**src/sv/svpd_pkg.sv**
```systemverilog
// Shared constants, types and the sector decode for the space vector PWM duty unit.
package svpd_pkg;

  localparam int unsigned QuotW = 47;
  localparam int unsigned RemW = 32;
  localparam int unsigned SumW = 51;

  localparam logic [15:0] ModIndexReset = 16'd32768;
  localparam logic [15:0] InvSqrt3Q16 = 16'd37837;
  localparam logic [15:0] HalfDuty = 16'd32768;
  localparam logic [15:0] MaxDuty = 16'hFFFF;
  localparam logic signed [SumW-1:0] OneQ16 = 51'sd65536;

  localparam logic [2:0] SectNull = 3'd0;
  localparam logic [2:0] Sect1 = 3'd1;
  localparam logic [2:0] Sect2 = 3'd2;
  localparam logic [2:0] Sect3 = 3'd3;
  localparam logic [2:0] Sect4 = 3'd4;
  localparam logic [2:0] Sect5 = 3'd5;
  localparam logic [2:0] Sect6 = 3'd6;

  typedef struct packed {
    logic [2:0] sector;
    logic       neg1;
    logic       neg2;
  } side_t;

  typedef struct packed {
    logic [RemW-1:0]  vs;
    logic [RemW-1:0]  rem1;
    logic [RemW-1:0]  rem2;
    logic [QuotW-1:0] pq1;
    logic [QuotW-1:0] pq2;
    side_t            side;
  } div_t;

  function automatic logic [2:0] sector_of(input logic [2:0] code);
    logic [2:0] s;
    case (code)
      3'd3: s = Sect1;
      3'd2: s = Sect2;
      3'd6: s = Sect3;
      3'd4: s = Sect4;
      3'd5: s = Sect5;
      3'd1: s = Sect6;
      default: s = SectNull;
    endcase
    return s;
  endfunction

endpackage

```
**src/sv/svpd_back.sv**
```systemverilog
// Back stages: signed times, per-sector duty sums and saturation.
module svpd_back
  import svpd_pkg::*;
(
  input  logic        clk,
  input  logic        rst_n,
  input  logic        adv,
  input  logic        in_valid,
  input  div_t        in_data,
  output logic        out_valid,
  output logic [15:0] out_duty_a,
  output logic [15:0] out_duty_b,
  output logic [15:0] out_duty_c,
  output logic [2:0]  out_sector,
  output logic        out_clipped,
  output logic        out_bus_fault
);

  logic                   valid_t_r, valid_s_r, valid_o_r;
  logic signed [SumW-1:0] t1_r, t2_r;
  logic signed [SumW-1:0] q1, q2;
  logic [2:0]             sector_t_r, sector_s_r;
  logic                   fault_t_r, fault_s_r;
  logic signed [SumW-1:0] a2_r, b2_r, c2_r;
  logic signed [SumW-1:0] full_s, up_s, dn_s, zero_s;
  logic signed [SumW-1:0] a2_nxt, b2_nxt, c2_nxt;
  logic [15:0]            da, db, dc;
  logic                   ca, cb, cc;
  logic [15:0]            duty_a_r, duty_b_r, duty_c_r;
  logic [2:0]             sector_o_r;
  logic                   clip_o_r, fault_o_r;

  function automatic logic [16:0] sat(input logic signed [SumW-1:0] d);
    logic [SumW-2:0] h;
    logic [16:0]     r;
    h = d[SumW-1:1];
    if (d[SumW-1]) begin
      r = {1'b1, 16'd0};
    end else if (|h[SumW-2:16]) begin
      r = {1'b1, MaxDuty};
    end else begin
      r = {1'b0, h[15:0]};
    end
    return r;
  endfunction

  assign q1 = $signed({4'd0, in_data.pq1});
  assign q2 = $signed({4'd0, in_data.pq2});

  assign full_s = t1_r + t2_r + OneQ16;
  assign up_s = t2_r - t1_r + OneQ16;
  assign dn_s = t1_r - t2_r + OneQ16;
  assign zero_s = OneQ16 - t1_r - t2_r;

  always_comb begin
    case (sector_t_r)
      Sect1: begin a2_nxt = full_s; b2_nxt = up_s; c2_nxt = zero_s; end
      Sect2: begin a2_nxt = dn_s; b2_nxt = full_s; c2_nxt = zero_s; end
      Sect3: begin a2_nxt = zero_s; b2_nxt = full_s; c2_nxt = up_s; end
      Sect4: begin a2_nxt = zero_s; b2_nxt = dn_s; c2_nxt = full_s; end
      Sect5: begin a2_nxt = up_s; b2_nxt = zero_s; c2_nxt = full_s; end
      Sect6: begin a2_nxt = full_s; b2_nxt = zero_s; c2_nxt = dn_s; end
      default: begin a2_nxt = zero_s; b2_nxt = zero_s; c2_nxt = zero_s; end
    endcase
  end

  assign {ca, da} = sat(a2_r);
  assign {cb, db} = sat(b2_r);
  assign {cc, dc} = sat(c2_r);

  always_ff @(posedge clk) begin
    if (!rst_n) begin
      valid_t_r <= 1'b0;
      valid_s_r <= 1'b0;
      valid_o_r <= 1'b0;
    end else if (adv) begin
      valid_t_r <= in_valid;
      valid_s_r <= valid_t_r;
      valid_o_r <= valid_s_r;
    end
  end

  always_ff @(posedge clk) begin
    if (adv) begin
      t1_r <= in_data.side.neg1 ? -q1 : q1;
      t2_r <= in_data.side.neg2 ? -q2 : q2;
      sector_t_r <= in_data.side.sector;
      fault_t_r <= (in_data.vs == '0);
      a2_r <= a2_nxt;
      b2_r <= b2_nxt;
      c2_r <= c2_nxt;
      sector_s_r <= sector_t_r;
      fault_s_r <= fault_t_r;
      sector_o_r <= sector_s_r;
      fault_o_r <= fault_s_r;
      if (fault_s_r || sector_s_r == SectNull) begin
        duty_a_r <= HalfDuty;
        duty_b_r <= HalfDuty;
        duty_c_r <= HalfDuty;
        clip_o_r <= 1'b0;
      end else begin
        duty_a_r <= da;
        duty_b_r <= db;
        duty_c_r <= dc;
        clip_o_r <= ca | cb | cc;
      end
    end
  end

  assign out_valid = valid_o_r;
  assign out_duty_a = duty_a_r;
  assign out_duty_b = duty_b_r;
  assign out_duty_c = duty_c_r;
  assign out_sector = sector_o_r;
  assign out_clipped = clip_o_r;
  assign out_bus_fault = fault_o_r;

endmodule

```
**config.mk**
```make
export PLATFORM = sky130hd
export DESIGN_NAME = svpd_back
export DESIGN_NICKNAME = d
export VERILOG_FILES = /design/src/sv/svpd_pkg.sv /design/src/sv/svpd_back.sv
export SDC_FILE = /design/constraint.sdc
export NUM_CORES = 1
export LEC_CHECK = 0
export ABC_AREA = 1
export BUFFER_PORTS_ARGS = -buffer_cell sky130_fd_sc_hd__buf_2
export CAP_MARGIN = 20
export CORE_UTILIZATION = 40
export CTS_BUF_LIST = sky130_fd_sc_hd__clkbuf_4 sky130_fd_sc_hd__clkbuf_8
export CTS_CLUSTER_SIZE = 8
export DETAILED_ROUTE_END_ITERATION = 7
export SLEW_MARGIN = 10
export SYNTH_ARGS = -nofsm -noshare
export SYNTH_HDL_FRONTEND = slang
export SYNTH_SLANG_ARGS = --single-unit
export TNS_END_PERCENT = 20
```
**constraint.sdc**
```tcl
create_clock -name clk -period 4.3 [get_ports clk]
set_clock_uncertainty 0.05 [all_clocks]
set_input_delay 0 -clock clk [delete_from_list [all_inputs] [get_ports clk]]
set_output_delay 0 -clock clk [all_outputs]
set_load 0.1 [all_outputs]
```
==> results.txt <==
Dividing the detail-routed via count by the number of cells gives 5.53. When the netlist entered floorplanning its net count stood at 6,165. In this run the power density over the cells is 444 mW/mm^2. The later pin in the worst-skew pair is clocked with a latency of 780 ps.

The leakage power was 21.2 nW; the portion of the post-synthesis area used by sequential elements was 26.0%. The all-layer global routing usage was 39.0%; the H-tree depth reported by CTS was 2. The flow ran to the end, and the final reports show no timing, DRC or antenna violations. Detailed placement ended at an HPWL of 158,000 um. The most frequently used flop master after synthesis is sky130_fd_sc_hd__edfxtp_1. The clock transition time at the flip-flop clock pins of the worst setup and hold paths works out to 60 ps. Counting I/O delays and the setup requirement, the final critical path takes 4130 ps. Once layout is done, the placed cells without fillers occupy 0.0424 mm^2. In this run the worst hold path is classified as primary input to flop. The largest net degree at the start of global routing was 110; the final-layout setup total negative slack was 0 ps. In the synthesized netlist the async set-or-reset flop fraction comes to 0%.

The first routing iteration left 4,675 violations. TritonCTS built the clock tree. In the post-route analysis, the smallest setup slack over all paths is 168 ps. The number of enable-type register cells in the synthesized netlist is 313, and the worst supply voltage drop on vdd is 0.286 mV.

The first detailed-routing pass ran for 8 iterations. The tools report the total wire length as 185,000 um. The post-route netlist has 8.16% of its cells at a drive strength greater than 1. The average routed wire per standard cell is 25.5 um, and the data required time of the critical path is 4700 ps. For the total area of multi-input combinational cells, the log shows 0.0235 mm^2. The setup slack on the worst flop-to-flop path is 210 ps. Headroom to the max-slew limit came out at 26.5%.

The cell seen most often among critical-path stages is sky130_fd_sc_hd__dlygate4sd3_1. Timing startpoint of the critical path: in_data[5]. STA classifies the critical path startpoint as a primary input.

The logs give 257,000 um for the global-route wire length before repair and 0.0923 mm^2 for the overall die area. After synthesis the netlist holds a flip-flop and latch count of 316. The weighted congestion reported at the end of routability-driven placement is 1.04, and the initial core utilization is 40.4%.

Area added between synthesis and finish: 16.4%. In this run the most critical hold path is launched from in_data[30]. In the layout the commonest cells are sky130_fd_sc_hd__nand2_1, sky130_fd_sc_hd__inv_1, sky130_fd_sc_hd__nand3_1. Count of unresolved DRC violations after routing: 0. The sum of overflow across all layers after global routing came out at 0. In this run the clock root is driven by a sky130_fd_sc_hd__clkbuf_8.

The critical path ends at t2_r[50]. Timing analysis after detailed placement gives a worst setup slack of 389 ps. The number of clock buffers added by TritonCTS is 55.

The tools report the number of global-route vias before repair as 37,747. Based on the critical path, the design can be clocked at up to 242 MHz. The logs give 316 for the clock sink total and 88.5 ps for the tightest hold margin.

Measured along the y axis, the die boundary spans 304 um. The worst hold path was traced through 3 stages. The total number of vias came out at 40,033. The slowest stage of the critical path is the sky130_fd_sc_hd__dlygate4sd3_1 cell. Setup repair after global routing left no endpoint under its margin. After synthesis, the largest area contributor takes up 25.8% of total cell area.

By area the synthesized netlist is led by sky130_fd_sc_hd__edfxtp_1, sky130_fd_sc_hd__nand2_1, sky130_fd_sc_hd__ha_1, sky130_fd_sc_hd__inv_1, sky130_fd_sc_hd__nand3_1. For the cell row count, the log shows 110. The overall die width works out to 304 um.

In this run, distinct cell masters in the synthesized netlist total 55. The post-route fraction of the period consumed by the critical path works out to 96.1%. Max-slew violation count: 0.

The most common cell after layout, fill and taps aside was sky130_fd_sc_hd__nand2_1. Measured in cells, the most critical reg-to-reg path has a length of 12. The net count reported at finish came out at 6,617. The region available for standard cell placement spans 0.0901 mm^2. The tools report the area used by sequential logic in the layout as 0.00946 mm^2. After filler insertion, the fill cell instance count of the layout stands at 9,429. Setup violations remaining at the end of the flow were counted as 0. Synthesis produced 5,565 cells.

The logs give 0 for the max-cap violation count and 3 for the maximum buffer depth of the clock tree. The largest stage delay on the critical path works out to 640 ps. The tools report the beginning of the worst register-to-register path as t1_r[16].

The number of input and output port buffers inserted is 188, and the synthesized area is 0.0364 mm^2. Traced cell by cell, the critical path runs through dlygate4sd3_1, buf_2, inv_1, ha_1, nand3_1, nor2_1, nand2_1, nor2_1, nand2_1, nor4_2, nand3_1, o21ai_2, dlygate4sd3_1, o21ai_0, dlygate4sd3_1. For the final count of hold timing violations, the log shows 0. During I/O placement, the number of pins put on the boundary was 253. Kind of capture point of the worst setup path: a flop. Highest net fanout along the worst path: 5. The endpoint identified for the worst register-to-register timing path is a2_r[41].

The number of antenna violations at the first check in global routing is 6. The tools report the post-cts gate resize count as 0. Category of the critical setup timing path: primary input to flop.

Once detail routing completed, the nets flagged for antenna violations numbered 0. The placed cell area is 0.0393 mm^2, and the arrival time of data at the critical path endpoint is 4530 ps. The tools report the synthesis warning total as 0. The average instance in the mapped netlist occupies 6.55 um^2.

For the pin with the worst max-slew slack, the measured transition is 1090 ps. The most area-hungry cell type in the Yosys netlist is sky130_fd_sc_hd__edfxtp_1.
## through the flow
stage                     util [%]  total power, mW  instances
after floorplan                  -             10.8       5565
after global placement        43.6             15.1       6939
after detailed placement      43.6             15.1       6939
after CTS                     47.0             18.3       7233
after global routing          47.0             19.6       7234
final                         47.0             18.8       7234
## final cells by class
class / count / area share, %
multi-input cells: 4313 / 55.4
repair buffers: 471 / 8.50
diodes: 1 / 0.00590
inverters: 860 / 7.62
clock buffers: 71 / 2.07
clock inverters: 26 / 0.640
well taps: 1176 / 3.47
flip-flops and latches: 316 / 22.3
## cell usage after synthesis, types with 5 or more instances
master / n
sky130_fd_sc_hd__a21boi_0: 5
sky130_fd_sc_hd__a21o_1: 15
sky130_fd_sc_hd__a21oi_1: 220
sky130_fd_sc_hd__a31oi_1: 10
sky130_fd_sc_hd__and2_1: 8
sky130_fd_sc_hd__buf_2: 8
sky130_fd_sc_hd__buf_4: 8
sky130_fd_sc_hd__clkbuf_1: 56
sky130_fd_sc_hd__edfxtp_1: 313
sky130_fd_sc_hd__ha_1: 397
sky130_fd_sc_hd__inv_1: 824
sky130_fd_sc_hd__inv_2: 32
sky130_fd_sc_hd__nand2_1: 1633
sky130_fd_sc_hd__nand2_2: 29
sky130_fd_sc_hd__nand3_1: 613
sky130_fd_sc_hd__nand3b_1: 46
sky130_fd_sc_hd__nand4_1: 177
sky130_fd_sc_hd__nor2_1: 607
sky130_fd_sc_hd__nor2_2: 31
sky130_fd_sc_hd__nor2_4: 7
sky130_fd_sc_hd__nor3_1: 49
sky130_fd_sc_hd__nor3_2: 10
sky130_fd_sc_hd__nor4_1: 36
sky130_fd_sc_hd__o2111ai_1: 15
sky130_fd_sc_hd__o21a_1: 8
sky130_fd_sc_hd__o21ai_0: 111
sky130_fd_sc_hd__o21ai_1: 12
sky130_fd_sc_hd__o21bai_1: 28
sky130_fd_sc_hd__o22ai_1: 15
sky130_fd_sc_hd__or2_1: 6
sky130_fd_sc_hd__or2_2: 8
sky130_fd_sc_hd__xnor2_1: 55
sky130_fd_sc_hd__xor2_1: 126
## where the power goes
group | switching [mW] | internal, mW
logic | 8.26 | 3.05
clock network | 1.39 | 1.59
registers | 0.310 | 4.20
total | 9.97 | 8.84
## worst min-delay path by stage
stage,endpoint
2_1_floorplan,sector_t_r[0]
3_3_place_gp,sector_t_r[0]
3_5_place_dp,sector_t_r[2]
4_1_cts,out_valid
5_1_grt,t2_r[25]
6_report,t2_r[25]
## cell families after synthesis
kind of cell / synth area share (%)
AOI/OAI and AO/OA: 7.00
xor gates and xnor gates: 4.40
adders and majority gates: 13.9
buffers and inverters: 9.76
DFF: 26.0
and+or+nand+nor: 39.0
## registers in the layout, summed over array words and instances, names as in the netlist, 3 cells and up
register and flops:
t1_r 51, out_duty_b 16, b2_r 50, out_sector 3, out_duty_c 16, out_duty_a 16, t2_r 51, c2_r 50
a2_r 50, sector_t_r 3, sector_s_r 3
## what timing repair did
item / CTS / global route
setup buffers: 0 / 0
endpoints found under the hold margin: 211 / 0
hold buffers: 197 / 0
## routing by layer
| metal | part of all wire [%] | up-vias | GRT usage [%] |
|---|---|---|---|
| met1 | 44 | 18511 | 54.0 |
| met3 | 11 | 310 | 10.6 |
| met2 | 40 | 2127 | 56.3 |
| met4 | 4.9 | 2 | 17.2 |
| met5 | 0.0065 | - | 0 |
| li1 | - | 19083 | - |
## worst max-delay path: cells and delay by family
kind / cells / cell delay [ps]
compound gates: 2 / 410
simple gates: 7 / 1880
fa+ha+maj: 1 / 260
buf+inv: 5 / 1960
(Power assumes the default switching activity.)
