--- config.mk ---
export PLATFORM = sky130hd
export DESIGN_NAME = svpd_front
export DESIGN_NICKNAME = d
export VERILOG_FILES = /design/src/sv/svpd_pkg.sv /design/src/sv/svpd_front.sv
export SDC_FILE = /design/constraint.sdc
export NUM_CORES = 1
export LEC_CHECK = 0
export ABC_AREA = 0
export ABC_CLOCK_PERIOD_IN_PS = 15700
export BUFFER_PORTS_ARGS = -buffer_cell sky130_fd_sc_hd__buf_4
export CAP_MARGIN = 40
export CELL_PAD_IN_SITES_DETAIL_PLACEMENT = 0
export CELL_PAD_IN_SITES_GLOBAL_PLACEMENT = 1
export CORE_ASPECT_RATIO = 1.2
export CORE_MARGIN = 1.5
export CORE_UTILIZATION = 52
export CTS_BUF_LIST = sky130_fd_sc_hd__clkbuf_16
export DETAILED_ROUTE_END_ITERATION = 10
export HOLD_SLACK_MARGIN = 0.15
export PLACE_DENSITY_LB_ADDON = 0.12
export REMOVE_ABC_BUFFERS = 1
export SYNTH_ARGS = -nofsm -noshare
export SYNTH_HDL_FRONTEND = slang
export SYNTH_SLANG_ARGS = --single-unit
--- constraint.sdc ---
create_clock -name clk -period 15.7 [get_ports clk]
set_input_delay 3.14 -clock clk [delete_from_list [all_inputs] [get_ports clk]]
set_output_delay 3.14 -clock clk [all_outputs]
set_load 0.01 [all_outputs]
--- src/sv/svpd_pkg.sv ---
// Shared constants, types and the sector decode for the space vector PWM duty unit.
package svpd_pkg;

  localparam int unsigned QuotW = 47;
  localparam int unsigned RemW = 32;
  localparam int unsigned SumW = 51;

  localparam logic [15:0] ModIndexReset = 16'd32768;
  localparam logic [15:0] InvSqrt3Q16 = 16'd37837;
  localparam logic [15:0] HalfDuty = 16'd32768;
  localparam logic [15:0] MaxDuty = 16'hFFFF;
  localparam logic signed [SumW-1:0] OneQ16 = 51'sd65536;

  localparam logic [2:0] SectNull = 3'd0;
  localparam logic [2:0] Sect1 = 3'd1;
  localparam logic [2:0] Sect2 = 3'd2;
  localparam logic [2:0] Sect3 = 3'd3;
  localparam logic [2:0] Sect4 = 3'd4;
  localparam logic [2:0] Sect5 = 3'd5;
  localparam logic [2:0] Sect6 = 3'd6;

  typedef struct packed {
    logic [2:0] sector;
    logic       neg1;
    logic       neg2;
  } side_t;

  typedef struct packed {
    logic [RemW-1:0]  vs;
    logic [RemW-1:0]  rem1;
    logic [RemW-1:0]  rem2;
    logic [QuotW-1:0] pq1;
    logic [QuotW-1:0] pq2;
    side_t            side;
  } div_t;

  function automatic logic [2:0] sector_of(input logic [2:0] code);
    logic [2:0] s;
    case (code)
      3'd3: s = Sect1;
      3'd2: s = Sect2;
      3'd6: s = Sect3;
      3'd4: s = Sect4;
      3'd5: s = Sect5;
      3'd1: s = Sect6;
      default: s = SectNull;
    endcase
    return s;
  endfunction

endpackage

--- src/sv/svpd_front.sv ---
// Front stages: sector decode, phase selection, bus scaling and magnitudes.
module svpd_front
  import svpd_pkg::*;
(
  input  logic        clk,
  input  logic        rst_n,
  input  logic        adv,
  input  logic        in_valid,
  input  logic [15:0] in_voltage_a,
  input  logic [15:0] in_voltage_b,
  input  logic [15:0] in_voltage_c,
  input  logic [15:0] in_dc_link,
  input  logic [15:0] mod_index,
  output logic        div_valid,
  output div_t        div_data
);

  logic                valid_a_r, valid_b_r;
  logic [31:0]         prod_a_r;
  logic [2:0]          sector_a_r;
  logic signed [16:0]  s1_a_r, s2_a_r;
  logic signed [16:0]  s1_nxt, s2_nxt;
  logic signed [16:0]  va, vb, vc;
  logic [2:0]          code, sector_nxt;
  logic [47:0]         vs_prod;
  logic [15:0]         mag1, mag2;
  logic [16:0]         abs1, abs2;
  div_t                div_b_r;

  assign va = {in_voltage_a[15], in_voltage_a};
  assign vb = {in_voltage_b[15], in_voltage_b};
  assign vc = {in_voltage_c[15], in_voltage_c};
  assign code = {!in_voltage_c[15] && (|in_voltage_c),
                 !in_voltage_b[15] && (|in_voltage_b),
                 !in_voltage_a[15] && (|in_voltage_a)};
  assign sector_nxt = sector_of(code);

  always_comb begin
    case (sector_nxt)
      Sect1: begin s1_nxt = va; s2_nxt = vb; end
      Sect2: begin s1_nxt = -vc; s2_nxt = -va; end
      Sect3: begin s1_nxt = vb; s2_nxt = vc; end
      Sect4: begin s1_nxt = -va; s2_nxt = -vb; end
      Sect5: begin s1_nxt = vc; s2_nxt = va; end
      Sect6: begin s1_nxt = -vb; s2_nxt = -vc; end
      default: begin s1_nxt = va; s2_nxt = vb; end
    endcase
  end

  assign vs_prod = prod_a_r * {32'd0, InvSqrt3Q16};
  assign abs1 = s1_a_r[16] ? 17'(-s1_a_r) : 17'(s1_a_r);
  assign abs2 = s2_a_r[16] ? 17'(-s2_a_r) : 17'(s2_a_r);
  assign mag1 = abs1[15:0];
  assign mag2 = abs2[15:0];

  always_ff @(posedge clk) begin
    if (!rst_n) begin
      valid_a_r <= 1'b0;
      valid_b_r <= 1'b0;
    end else if (adv) begin
      valid_a_r <= in_valid;
      valid_b_r <= valid_a_r;
    end
  end

  always_ff @(posedge clk) begin
    if (adv) begin
      prod_a_r <= {16'd0, mod_index} * {16'd0, in_dc_link};
      sector_a_r <= sector_nxt;
      s1_a_r <= s1_nxt;
      s2_a_r <= s2_nxt;
      div_b_r.vs <= vs_prod[47:16];
      div_b_r.rem1 <= '0;
      div_b_r.rem2 <= '0;
      div_b_r.pq1 <= {mag1, 31'd0};
      div_b_r.pq2 <= {mag2, 31'd0};
      div_b_r.side.sector <= sector_a_r;
      div_b_r.side.neg1 <= s1_a_r[16];
      div_b_r.side.neg2 <= s2_a_r[16];
    end
  end

  assign div_valid = valid_b_r;
  assign div_data = div_b_r;

endmodule

==> results of run 1 <==
-- registers in the layout (all words and copies together), names as in the netlist --
name        count
div_valid       1
prod_a_r       32
valid_a_r       1
s2_a_r         17
div_data       69
s1_a_r         17
sector_a_r      3
-- layer usage --
| layer | wire, um | vias up | global-route usage |
|---|---|---|---|
| met4 | 2080 | 0 | 0.09292 |
| met5 | 0 | - | 0 |
| met1 | 25490 | 9186 | 0.3159 |
| met3 | 2225 | 93 | 0.02715 |
| met2 | 32070 | 413 | 0.4413 |
| li1 | - | 8595 | - |
-- final timing paths --
kind | to | slack (ns)
max | prod_a_r[30] | 7.08
min | div_data[4] | 0.43
max reg2reg | div_data[192] | 9.04
min reg2reg | div_data[4] | 0.43
-- critical path, delay by kind of cell --
| family | cells | cell delay [ns] |
|---|---|---|
| xor gates and xnor gates | 1 | 0.10 |
| and+or+nand+nor | 1 | 0.11 |
| adders and majority gates | 7 | 3.37 |
| buffers and inverters | 6 | 0.47 |
| AOI/OAI and AO/OA | 8 | 1.58 |
-- stage by stage --
step / area (um2) / util / instances / worst slack, ns / hold slack (ns)
3_5_place_dp: 27060 / 0.5511 / 3418 / 6.631 / 0.4186
6_report: 27660 / 0.5633 / 3450 / 7.080 / 0.4295
4_1_cts: 27660 / 0.5633 / 3450 / 7.101 / 0.4361
2_1_floorplan: 25040 / - / 2622 / 7.311 / 0.4003
5_1_grt: 27660 / 0.5633 / 3450 / 6.712 / 0.4399
3_3_place_gp: 27040 / 0.5505 / 3417 / 6.692 / 0.4005
-- logic make-up after synthesis --
family                     after synthesis  synth area share
other                                    1         0.0001452
muxes                                    5          0.001986
DFF                                    140            0.1620
and+or+nand+nor                        593            0.1130
buffers and inverters                  756            0.1288
xor gates and xnor gates               123           0.04171
adders and majority gates              719            0.4623
AOI/OAI and AO/OA                      364           0.09011
-- layout by cell type, fill, tap and decap left out, drive strengths merged, types with 14 or more instances in the layout --
cell type | synthesis | layout
ha | 327 | 327
nand3 | 14 | 14
xor2 | 37 | 37
o21ai | 87 | 87
conb | 1 | 126
and2 | 128 | 128
nor3 | 29 | 29
a21o | 38 | 38
fa | 392 | 392
clkbuf | 65 | 17
or4 | 14 | 14
xnor2 | 86 | 86
nand2 | 243 | 243
buf | 139 | 159
nor2 | 85 | 85
a22oi | 22 | 22
inv | 552 | 562
nand2b | 15 | 15
edfxtp | 138 | 138
nor2b | 17 | 17
a21oi | 101 | 101
-- area by class of cell --
cell class | count | area, um2 | share of cell area
clock buffers | 17 | 425.4 | 0.01538
clock inverters | 15 | 172.7 | 0.006242
flip-flops and latches | 140 | 4184 | 0.1513
well taps | 637 | 797.0 | 0.02881
multi-input cells | 1930 | 18790 | 0.6794
inverters | 552 | 2072 | 0.07491
repair buffers | 159 | 1217 | 0.04401
==> results.yml, run 1 <==
logic_synthesis:
  synth_top_area_share: 0.3039
  synth_ff_type: "edfxtp_1"
  synth_area_leader_cell: "fa_1"
  ys_warn_count: 0
  yosysUniqueCellTypes: 78
  synth_edf_count: 138
  synth_commonest_cells: "inv_1, fa_1, ha_1"
  synthTopCellsByArea: "fa_1, edfxtp_1, ha_1"
  synthArstFlopShare: 0
  synth-seq-cells: 140
  syn_inst: 2701
  post-synth-top-count-cell: "inv_1"
  syn_area_um2: 25830
  ys_seq_area_frac: 0.1620
  avgSynthCellArea_um2: 9.562
critical_path:
  path_class: "input pin to flip-flop"
  crit_chain: "buf_4, nand2_1, fa_1, inv_1, fa_1, inv_1, fa_1, inv_1, fa_1, fa_1, inv_1, fa_1, inv_1, ha_1, a21o_1, a21o_1, a21oi_1, o31a_1, o21ai_1, a21oi_1, o21ai_0, a211oi_1, xnor2_1"
  end_kind: "flip-flop"
  r2r_start: "prod_a_r[8]"
  worst_path_max_delay_cell: "fa_1"
  critPathMaxStageDelay_ns: 0.55
  reg2reg_depth: 20
  start_kind: "input pin"
  cp.required_ns: 15.89
  worstPathMaxFanout: 16
  cp_common_cell: "fa_1"
  crit_path_start: "in_dc_link[7]"
  critPathArrivalTime_ns: 8.81
sta:
  min_period_ns: 8.620
  setup_viol: 0
  finalSetupTns_ns: 0
  relSlewSlack: 0.4046
  tightest_slew_ns: 0.8898
  rsz0062_at_grt: "no"
  skew_ns: 0.01732
  hold_violations: 0
  slew_violations: 0
  fmax_mhz: 116.0
  final.period_utilization: 0.5490
floorplanning:
  ioPinCount: 280
  die_width_um: 206.4
  die_h_um: 247.1
  core_region_area_um2: 49110
  dieArea_um2: 51020
  start_util: 0.5259
  rows: 89
route:
  drt_iter0_markers: 979
  num_vias: 18290
  wl_mm: 61.86
  route.detailed.drc: 0
  ant_nets: 0
  first_pass_iters: 7
  routedWlPerCell_um: 17.93
  viasPerCell: 5.301
grt:
  grt_util_all_layers: 0.2508
  antenna_found_initial: 0
  grt.overflow.total: 0
  grt_pass1_wl_mm: 98.30
  grt_max_degree: 70
  grt_pass1_vias: 18710
clocking:
  postCtsHoldBufs: 0
  clkLatencyLatePin_ns: 0.45
  cts_resized: 0
  htree_levels: 4
  cts-root-buf: "clkbuf_16"
  clk_pin_slew_worst_paths_ns: 0.07
  post_cts_buffers: 0
  clock-sinks: 140
  cts_tree: "yes"
  max-clock-path-buffers: 2
  cts_buffers: 17
job:
  maxCapViolCount: 0
hold_path:
  hold_path_depth: 0
  hp-start: "sector_a_r[2]"
  hold_class: "flip-flop to flip-flop"
cells_and_area:
  drive_gt1_frac: 0.07785
  nFillCells: 4494
  syn_to_final_growth_pct: 7.107
  nNetsFinal: 3603
  diodes: 0
outcome:
  status: "finished, final reports clean"
placement:
  io_buffers: 153
  hpwlAfterDp_mm: 50.82
  place_congestion: 0.9090
Power of run 1 is not shown: default switching activity piles up to over one toggle a cycle in this logic, so the estimate is an artifact.
==> run 2, diff against run 1 <==
ABC_CLOCK_PERIOD_IN_PS = 8800   (was 15700)
CORE_UTILIZATION = 48   (was 52)
clock period = 8.8 ns   (was 15.7 ns; I/O delays follow)
==> run 2 against run 1 <==
Compared with the run above:
- first-iteration DRC count fell by 9.6%
- critical endpoint unchanged
- non-clock buffer count did not move
- via count fell by 0.51%
- core utilization fell by 3.8 points
- clock skew barely moved
- register-to-register slack got worse by 6.9 ns
==> results.yml, run 2 (synthesized netlist as in run 1, its figures left out) <==
critical_path:
  start_kind: "input pin"
  end_kind: "flip-flop"
  path_class: "input pin to flip-flop"
  worstPathMaxFanout: 16
  cp.required_ns: 8.99
  critPathArrivalTime_ns: 7.39
grt:
  met2_usage: 0.4164
  grt.overflow.total: 0
  grt_pass1_vias: 18950
  grt_most_used_layer: "met2"
  use_met1: 0.2868
  grt_pass1_wl_mm: 99.75
  grt_util_all_layers: 0.2294
  met3_usage: 0.02589
  antenna_found_initial: 0
  grt_max_degree: 103
clocking:
  htree_levels: 4
  clkLatencyLatePin_ns: 0.46
  post_cts_buffers: 0
  clock-sinks: 140
  cts_resized: 0
  postCtsHoldBufs: 0
  cts_tree: "yes"
  cts-root-buf: "clkbuf_16"
  cts_buffers: 17
  clk_pin_slew_worst_paths_ns: 0.07
  max-clock-path-buffers: 2
route:
  route.detailed.drc: 0
  first_pass_iters: 7
  routedWlPerCell_um: 17.67
  viasPerCell: 5.171
  num_vias: 18190
  drt_iter0_markers: 885
  wl_mm: 62.17
  ant_nets: 0
outcome:
  status: "finished, final reports clean"
floorplanning:
  rows: 92
  ioPinCount: 280
  dieArea_um2: 55210
  start_util: 0.4888
  core_region_area_um2: 52840
  die_h_um: 257.1
  die_width_um: 214.7
placement:
  hpwlAfterDp_mm: 50.56
  io_buffers: 153
  placed_area_um2: 27150
  place_congestion: 0.8720
  place_ws_ns: 1.084
sta:
  min_period_ns: 7.200
  rsz0062_at_grt: "no"
  final.period_utilization: 0.8182
  setup_viol: 0
  relSlewSlack: 0.3740
  tightest_slew_ns: 0.9390
  fin_ws_ns: 1.600
  hold_violations: 0
  finalSetupTns_ns: 0
  skew_ns: 0.01761
  fmax_mhz: 138.9
  slew_violations: 0
cells_and_area:
  largest_reg_flops: 69
  fin_area_um2: 27730
  final_cell_mix: "inv_1, fa_1, ha_1"
  diodes: 0
  drive_gt1_frac: 0.07785
  final_common_cell: "inv_1"
  syn_to_final_growth_pct: 7.369
  fin_util: 0.5248
  nNetsFinal: 3603
job:
  maxCapViolCount: 0
hold_path:
  hold_class: "flip-flop to flip-flop"
## run 2: worst max-delay path, cell delays in order
cell	delay, ns
buf_4	0.19
and2_1	0.18
fa_1	0.53
inv_1	0.05
fa_1	0.48
inv_1	0.05
fa_1	0.50
fa_1	0.51
fa_1	0.51
inv_1	0.05
fa_1	0.47
inv_1	0.04
ha_1	0.37
a21o_1	0.23
a21o_1	0.17
a21oi_1	0.15
o31a_1	0.22
o21ai_1	0.19
a21oi_1	0.18
o21ai_0	0.12
a211oi_1	0.30
xnor2_1	0.13
## run 2: path summary, 6_finish.rpt
check / startpoint / slack (ns) / endpoint / cells past startpoint
worst max-delay path: mod_index[11] / 1.60 / prod_a_r[30] / 22
worst max register to register: prod_a_r[8] / 2.12 / div_data[180] / 20
worst min-delay path: sector_a_r[1] / 0.42 / div_data[3] / 0
worst min register to register: sector_a_r[1] / 0.42 / div_data[3] / 0
## run 2: final cells by class
cell class / count / area, um2
Tap cell: 705 / 882.1
Multi-Input combinational cell: 1930 / 18790
Sequential cell: 140 / 4184
Timing Repair Buffer: 159 / 1217
Inverter: 552 / 2072
Clock inverter: 15 / 155.1
Fill cell: 4901 / 25110
Clock buffer: 17 / 425.4
## run 2: per-stage QoR
| stage | hold slack, ns | instances |
|---|---|---|
| detailed placement | 0.4070 | 3486 |
| global route | 0.4449 | 3518 |
| CTS | 0.4241 | 3518 |
| floorplan | 0.4003 | 2622 |
| global placement | 0.4008 | 3485 |
| finish | 0.4245 | 3518 |
## run 2: metal layers
metal  part of all wire  vias up
met2               0.53      389
met1               0.42     9130
li1                   -     8594
met3              0.032       80
met5                  0        -
met4              0.022        0
Power of run 2 is left out for the same reason.
